<file path="src/sv/enlb_pkg.sv">
// Shared types, widths and register indexes of the edge-normalized line blur.
package enlb_pkg;

  localparam int MAX_HALF_DEF = 6;
  localparam int PIX_W = 8;
  localparam int WEIGHT_W = 17;
  localparam int TAP_CNT = 7;
  localparam int HALF_W = 3;
  localparam int CFG_IDX_W = 3;
  localparam int PROD_W = PIX_W + WEIGHT_W;
  localparam int ACC_W = 28;
  localparam int WSUM_W = 20;
  localparam int QUOT_W = 8;
  localparam int QBIT_W = 3;

  localparam logic [CFG_IDX_W-1:0] REG_HALF_TAPS = 3'd0;
  localparam logic [CFG_IDX_W-1:0] REG_WEIGHT_CENTER = 3'd1;

  typedef struct packed {
    logic [PIX_W-1:0] pixel_in;
    logic             line_end;
  } in_item_t;

  typedef struct packed {
    logic [PIX_W-1:0] pixel_out;
    logic             line_done;
  } out_item_t;

  typedef struct packed {
    logic              clear;
    logic              mac;
    logic              div;
    logic [QBIT_W-1:0] div_bit;
  } alu_ctrl_t;

endpackage

</file>
<file path="src/sv/enlb_alu.sv">
// Shared multiply-accumulate and restoring-divide unit of the line blur.
module enlb_alu
  import enlb_pkg::*;
(
  input  logic                clk,
  input  logic                rst,
  input  alu_ctrl_t           ctrl,
  input  logic [WEIGHT_W-1:0] weight,
  input  logic [PIX_W-1:0]    pixel,
  output logic [QUOT_W-1:0]   quotient
);

  logic [PROD_W-1:0]   prod;
  logic [WEIGHT_W-1:0] prod_w;
  logic                prod_en;
  logic [ACC_W-1:0]    acc;
  logic [WSUM_W-1:0]   wsum;
  logic [QUOT_W-1:0]   quot;
  logic [ACC_W-1:0]    dvs;
  logic                fits;

  assign dvs = ACC_W'(wsum) << ctrl.div_bit;
  assign fits = acc >= dvs;
  assign quotient = (wsum == '0) ? '0 : quot;

  always_ff @(posedge clk) begin
    if (rst) begin
      prod_en <= 1'b0;
    end else begin
      prod_en <= ctrl.mac && !ctrl.clear;
    end
  end

  always_ff @(posedge clk) begin
    if (ctrl.mac) begin
      prod <= PROD_W'(weight) * PROD_W'(pixel);
      prod_w <= weight;
    end
    if (ctrl.clear) begin
      acc <= '0;
      wsum <= '0;
      quot <= '0;
    end else if (ctrl.div) begin
      if (fits) begin
        acc <= acc - dvs;
        quot[ctrl.div_bit] <= 1'b1;
      end
    end else if (prod_en) begin
      acc <= acc + ACC_W'(prod);
      wsum <= wsum + WSUM_W'(prod_w);
    end
  end

endmodule

</file>
<file path="src/sv/edge_normalized_line_blur.sv">
// Top level of the edge-normalized line blur: pixel window, sequencer and configuration.
//
// Each pixel transaction is taken while the sequencer is idle. A pixel that completes an output, and the
// line-end pixel that flushes up to h+1 outputs, hold the input stalled while a single shared
// multiply-accumulate unit walks the whole window of 2*MAX_HALF+1 entries (one entry per cycle),
// drains its product register, and then runs a restoring division over the 8 quotient bits.
// The result stays registered until it is taken, also while the result side stalls.
// Configuration writes are taken at any time and must only be made while no pixel is being
// processed.
module edge_normalized_line_blur
  import enlb_pkg::*;
#(
  parameter int MAX_HALF = MAX_HALF_DEF
) (
  input  logic                 clk,
  input  logic                 rst,
  input  logic                 pix_valid,
  output logic                 pix_stall,
  input  in_item_t             pix,
  output logic                 res_valid,
  input  logic                 res_stall,
  output out_item_t            res,
  input  logic                 cfg_we,
  input  logic [CFG_IDX_W-1:0] cfg_index,
  input  logic [WEIGHT_W-1:0]  cfg_data
);

  localparam int DEPTH = 2 * MAX_HALF + 1;
  localparam int WIW = $clog2(DEPTH);
  localparam int CW = $clog2(MAX_HALF + 1);

  localparam logic [2:0] S_IDLE = 3'd0;
  localparam logic [2:0] S_MAC = 3'd1;
  localparam logic [2:0] S_DRAIN = 3'd2;
  localparam logic [2:0] S_DIV = 3'd3;
  localparam logic [2:0] S_OUT = 3'd4;

  logic [2:0]          state, state_next;
  logic [CW-1:0]       seen, seen_next;
  logic [CW-1:0]       emitted, emitted_next;
  logic [CW-1:0]       cur_c, cur_c_next;
  logic                flush, flush_next;
  logic [WIW-1:0]      e, e_next;
  logic [QBIT_W-1:0]   div_bit, div_bit_next;
  logic [HALF_W-1:0]   half_taps;
  logic [WEIGHT_W-1:0] tap_weight [TAP_CNT];
  logic [PIX_W-1:0]    window [DEPTH];

  logic                accept_in;
  logic                out_acc;
  logic                finish;
  logic [CW-1:0]       h_eff;
  logic [CW-1:0]       lim;
  logic [WIW-1:0]      reach;
  logic [WIW-1:0]      d;
  logic [CW-1:0]       emitted_inc;
  alu_ctrl_t           ctrl;
  logic [QUOT_W-1:0]   quotient;

  assign pix_stall = state != S_IDLE;
  assign accept_in = pix_valid && (state == S_IDLE);
  assign res_valid = state == S_OUT;
  assign out_acc = res_valid && !res_stall;
  assign finish = !flush || (cur_c == '0);

  assign h_eff = (half_taps > HALF_W'(MAX_HALF)) ? CW'(MAX_HALF) : CW'(half_taps);
  assign lim = (h_eff < emitted) ? h_eff : emitted;
  assign reach = WIW'(cur_c) + WIW'(lim);
  assign d = (e >= WIW'(cur_c)) ? e - WIW'(cur_c) : WIW'(cur_c) - e;
  assign emitted_inc = (emitted < CW'(MAX_HALF)) ? emitted + 1'b1 : emitted;

  assign res.pixel_out = quotient;
  assign res.line_done = flush && (cur_c == '0);

  always_comb begin
    state_next = state;
    seen_next = seen;
    emitted_next = emitted;
    cur_c_next = cur_c;
    flush_next = flush;
    e_next = e;
    div_bit_next = div_bit;
    ctrl = '0;
    ctrl.div_bit = div_bit;
    unique case (state)
      S_IDLE: begin
        if (accept_in) begin
          if (!pix.line_end && (seen < h_eff)) begin
            seen_next = seen + 1'b1;
          end else begin
            state_next = S_MAC;
            e_next = '0;
            ctrl.clear = 1'b1;
            flush_next = pix.line_end;
            if (pix.line_end) begin
              cur_c_next = (seen >= h_eff) ? h_eff : seen;
              seen_next = '0;
            end else begin
              cur_c_next = h_eff;
            end
          end
        end
      end
      S_MAC: begin
        ctrl.mac = e <= reach;
        e_next = e + 1'b1;
        if (e == WIW'(DEPTH - 1)) begin
          state_next = S_DRAIN;
        end
      end
      S_DRAIN: begin
        state_next = S_DIV;
        div_bit_next = QBIT_W'(QUOT_W - 1);
      end
      S_DIV: begin
        ctrl.div = 1'b1;
        div_bit_next = div_bit - 1'b1;
        if (div_bit == '0) begin
          state_next = S_OUT;
        end
      end
      S_OUT: begin
        if (out_acc) begin
          if (finish) begin
            state_next = S_IDLE;
            emitted_next = flush ? '0 : emitted_inc;
          end else begin
            state_next = S_MAC;
            emitted_next = emitted_inc;
            cur_c_next = cur_c - 1'b1;
            e_next = '0;
            ctrl.clear = 1'b1;
          end
        end
      end
      default: begin
        state_next = S_IDLE;
      end
    endcase
  end

  always_ff @(posedge clk) begin
    if (rst) begin
      state <= S_IDLE;
      seen <= '0;
      emitted <= '0;
      cur_c <= '0;
      flush <= 1'b0;
      e <= '0;
      div_bit <= '0;
    end else begin
      state <= state_next;
      seen <= seen_next;
      emitted <= emitted_next;
      cur_c <= cur_c_next;
      flush <= flush_next;
      e <= e_next;
      div_bit <= div_bit_next;
    end
  end

  always_ff @(posedge clk) begin
    if (rst) begin
      half_taps <= HALF_W'(1);
      for (int i = 0; i < TAP_CNT; i++) begin
        tap_weight[i] <= '0;
      end
      tap_weight[0] <= WEIGHT_W'(2);
      tap_weight[1] <= WEIGHT_W'(1);
    end else if (cfg_we) begin
      if (cfg_index == REG_HALF_TAPS) begin
        half_taps <= cfg_data[HALF_W-1:0];
      end else begin
        tap_weight[3'(cfg_index - REG_WEIGHT_CENTER)] <= cfg_data;
      end
    end
  end

  always_ff @(posedge clk) begin
    if (accept_in) begin
      window[0] <= pix.pixel_in;
      for (int i = 1; i < DEPTH; i++) begin
        window[i] <= window[i-1];
      end
    end
  end

  enlb_alu u_alu (
    .clk      (clk),
    .rst      (rst),
    .ctrl     (ctrl),
    .weight   (tap_weight[3'(d)]),
    .pixel    (window[e]),
    .quotient (quotient)
  );

  a_input_then_busy: assert property (@(posedge clk) disable iff (rst)
    (pix_valid && !pix_stall) |=> !res_valid)
    else $error("A result appeared in the cycle after an input transaction.");

  a_done_frees_input: assert property (@(posedge clk) disable iff (rst)
    (res_valid && !res_stall && res.line_done) |=> !pix_stall)
    else $error("Input still stalled after the last result of a line.");

  a_emitted_bound: assert property (@(posedge clk) disable iff (rst)
    (emitted <= CW'(MAX_HALF)) && (cur_c <= CW'(MAX_HALF)))
    else $error("Output count or center index beyond the kernel half width.");

endmodule

</file>
<file path="config.mk">
export PLATFORM = sky130hd
export DESIGN_NAME = edge_normalized_line_blur
export DESIGN_NICKNAME = d
export VERILOG_FILES = /design/src/sv/enlb_pkg.sv /design/src/sv/enlb_alu.sv /design/src/sv/edge_normalized_line_blur.sv
export SDC_FILE = /design/constraint.sdc
export NUM_CORES = 1
export LEC_CHECK = 0
export BUFFER_PORTS_ARGS = -buffer_cell sky130_fd_sc_hd__buf_2
export CAP_MARGIN = 30
export CORE_MARGIN = 2
export CORE_UTILIZATION = 39
export CTS_BUF_LIST = sky130_fd_sc_hd__clkbuf_4
export DETAILED_ROUTE_END_ITERATION = 6
export REMOVE_ABC_BUFFERS = 1
export SETUP_SLACK_MARGIN = 0.4
export SYNTH_ARGS = -nofsm -noshare
export SYNTH_HDL_FRONTEND = slang
export SYNTH_SLANG_ARGS = --single-unit
</file>
<file path="constraint.sdc">
create_clock -name clk -period 10.36 [get_ports clk]
set_clock_uncertainty 0.15 [all_clocks]
set_input_delay 1.554 -clock clk [delete_from_list [all_inputs] [get_ports clk]]
set_output_delay 1.554 -clock clk [all_outputs]
set_load 0.01 [all_outputs]
</file>
==> key figures <==
Setup path
  • Critical path class: register to register
  • R2R Setup Slk: ~1.8 ns
  • FF-to-FF path depth: 26
  • RR Startpoint: e[0]$_SDFFE_PP0P_
  • Worst Path Required: approximately 11 ns
  • Worst path arrival time: about 9 ns
  • Critical Path Start Type: register
  • CP Capture Type: register
  • Worst-path fanout max: 13
  • R2r endpoint: u_alu.prod[24]$_DFFE_PP_

Routing
  • Drt wl/cell: around 18 µm
  • Vias: approximately 17,000
  • Final WL: around 56,000 µm
  • Pre-antenna DRT Iters: 7
  • # DRC: 0
  • ANT nets after route: 0
  • DRT iter0 DRCs: 1,127
  • Drt via density: between 5 and 6

Place
  • Dpl cells: between 2,000 and 3,000
  • GPL Wtd Cong: around 0.9
  • Port bufs: 44
  • Place WS: 1.865 ns
  • Dpl hpwl: roughly 40,000 µm
  • Post-DP Area: 24,450 µm²

Synth
  • Post-Syn Area per Cell: between 10 and 15 µm²
  • Async set-reset flop share out of synthesis: 0
  • Yosys top cell by area: edfxtp_1
  • Distinct cells, synth: between 70 and 80
  • Synth warn: 0
  • Mapped Cells: 2,213
  • Sequential share of the synthesized area: 0.4135
  • Mapped cell area: between 20,000 and 25,000 µm²
  • Largest cells by area after synthesis: edfxtp_1 (30%), dfxtp_1 (12%), fa_1 (8.2%)
  • Ys flop type: edfxtp_1
  • Count of state elements after synthesis: roughly 370
  • Number of flops mapped to enable cells by yosys: 231
  • Top cells by count, synth: nor2_1 (344), edfxtp_1 (231), inv_1 (185), nand2_1 (149), a21oi_1 (148)
  • Top-count cell post-synth: nor2_1
  • Post-synth top area share: 0.2976

STA
  • Setup TNS: 0 ns
  • Tmin final: 8.535 ns
  • Slew @ Worst Pin: slightly above 1 ns
  • Setup WS post-layout: around 1.8 ns
  • Fmax: between 100 and 150 MHz
  • Slew headroom: 0.3162
  • Final hold viol count: 0
  • Max-slew violations: 0
  • Final period utilization: 0.8239
  • Hold WS: 0.2692 ns
  • RSZ-0062 raised after global routing: false
  • Final Setup Violations: 0

Min path
  • Hold-critical path depth: 0
  • Hold Path End: window[12][1]$_DFFE_PP_
  • Origin of the worst min-delay path: window[11][1]$_DFFE_PP_
  • Min-delay worst type: register to register

Finish
  • Final core occ: 0.4362
  • Layout Cells excl Fill: 3,150
  • P&R area growth vs syn: 10.43%
  • Share of layout cells above drive strength 1: 0.1588
  • Design area: between 20,000 and 30,000 µm²
  • Nets: between 2,000 and 3,000
  • Filler Cells Inserted: roughly 5,600

Clocking
  • CTS root buf: clkbuf_4
  • Clock latency on the worst-skew pair: ~0.86 ns
  • CTS Buf Count: 94
  • Hold buffers post-CTS: 0
  • Clock Path Buffers: 3
  • Post-CTS Resized: 0
  • Clock-pin slew on the worst setup and hold paths: 0.07 ns
  • CTS tree: yes
  • Post-CTS Setup Repair Bufs: 0
  • CTS H-tree lvls: 3
  • Clock sinks: approximately 370

Die
  • I/O pins: 45
  • Core box area: just under 60,000 µm²
  • Initial Util: 0.3950
  • Width of the die: approximately 250 µm
  • # rows: 89
  • Die ar.: around 62,000 µm²
  • Die Y: roughly 250 µm

Power
  • Maximum vdd drop: ~0.00018 V
  • Total Power: between 8 and 9 mW
  • Pwr dens: about 330 nW/µm²
  • Leakage power: approximately 11 nW

GRT
  • GRT Total Usage: 0.1840
  • Vias in the first global route: 17,370
  • First-pass GRT wire length: a little over 90,000 µm
  • Pin count of the biggest net entering global routing: 84
  • Gr ovfl total: 0
  • Initial antenna violation count: 2

Job
  • Max cap viols: 0

Run status
  • Status: complete, no violations
==> logic make-up after synthesis <==
group	share of synthesized area
AO/OA/AOI/OAI	0.1212
XOR/XNOR	0.02625
adder cells (fa/ha/maj)	0.1576
buffers and inverters	0.04788
flip-flops	0.4135
multiplexers	0.1006
AND/OR/NAND/NOR	0.1330
==> worst max path at each step <==
stage,startpoint,to,slack (ns),cells past startpoint
6_report,e[0]$_SDFFE_PP0P_,u_alu.prod[24]$_DFFE_PP_,1.82,26
5_1_grt,e[0]$_SDFFE_PP0P_,u_alu.prod[24]$_DFFE_PP_,1.35,26
4_1_cts,e[0]$_SDFFE_PP0P_,u_alu.prod[24]$_DFFE_PP_,1.82,26
3_5_place_dp,e[0]$_SDFFE_PP0P_,u_alu.prod[24]$_DFFE_PP_,1.87,26
3_3_place_gp,e[0]$_SDFFE_PP0P_,u_alu.prod[24]$_DFFE_PP_,1.74,26
2_1_floorplan,cur_c[0]$_SDFFE_PP0P_,u_alu.prod[24]$_DFFE_PP_,1.71,24
==> cell usage in the layout, fill, tap and decap left out, drive strengths merged, types with 9 or more instances in the layout <==
cell	instances
xnor2	44
nand4	13
nand3	38
o22a	14
edfxtp	231
o21ai	76
a21o	31
a211o	9
dfxtp	135
or3	16
nand2	150
buf	81
nor2	344
inv	188
xor2	25
nor2b	26
a211oi	31
nand2b	23
mux2	11
mux2i	51
o21bai	9
mux4	71
clkinv	21
nor3	29
and3	12
fa	96
or2	19
o21a	15
a31oi	18
a21oi	148
clkbuf	150
and2	11
ha	140
==> worst max-delay path: stages (launching register included) <==
cell	delay, ns
dfxtp_1	0.36
inv_1	0.12
ha_1	0.16
inv_1	0.05
fa_1	0.38
a21o_1	0.17
a211o_1	0.35
mux2i_4	0.60
mux4_1	0.63
mux2i_1	0.67
nor2_1	0.17
fa_1	0.49
fa_1	0.52
fa_1	0.56
inv_1	0.06
fa_1	0.53
inv_1	0.04
ha_1	0.35
a21oi_1	0.15
nor2_1	0.06
a211oi_1	0.37
a311oi_1	0.25
a31oi_1	0.28
a21oi_1	0.12
a21o_1	0.21
o41ai_1	0.33
xnor2_1	0.12
==> sequential cells by signal, summed over array words and instances (netlist names), named ones only <==
name	count
tap_weight	136
cur_c	3
window	104
half_taps	3
state	3
seen	3
u_alu.quot	8
u_alu.prod_w	17
emitted	3
u_alu.prod	25
u_alu.wsum	20
flush	1
div_bit	3
u_alu.prod_en	1
e	4
u_alu.acc	28
==> routing by layer <==
layer,part of all wire,vias up,GRT usage
li1,-,8124,-
met1,0.46,8314,0.2482
met2,0.47,429,0.3017
met3,0.049,102,0.03203
met4,0.022,0,0.05749
met5,0,-,0
==> report_power, final <==
| part | internal [mW] | switching (mW) |
|---|---|---|
| sequential | 1.98 | 0.239 |
| combinational | 2.17 | 2.94 |
| clock | 0.658 | 0.607 |
| total | 4.81 | 3.79 |
==> layout make-up <==
cell class	count	area (µm²)	area share
flip-flops and latches	366	9641	0.3745
diodes	3	7.507	0.0002916
inverters	187	704.4	0.02736
clock buffers	150	1126	0.04374
well taps	773	967.2	0.03757
repair buffers	81	590.6	0.02294
clock inverters	22	105.1	0.004083
multi-input cells	1568	12600	0.4895
(Power assumes the default switching activity.)
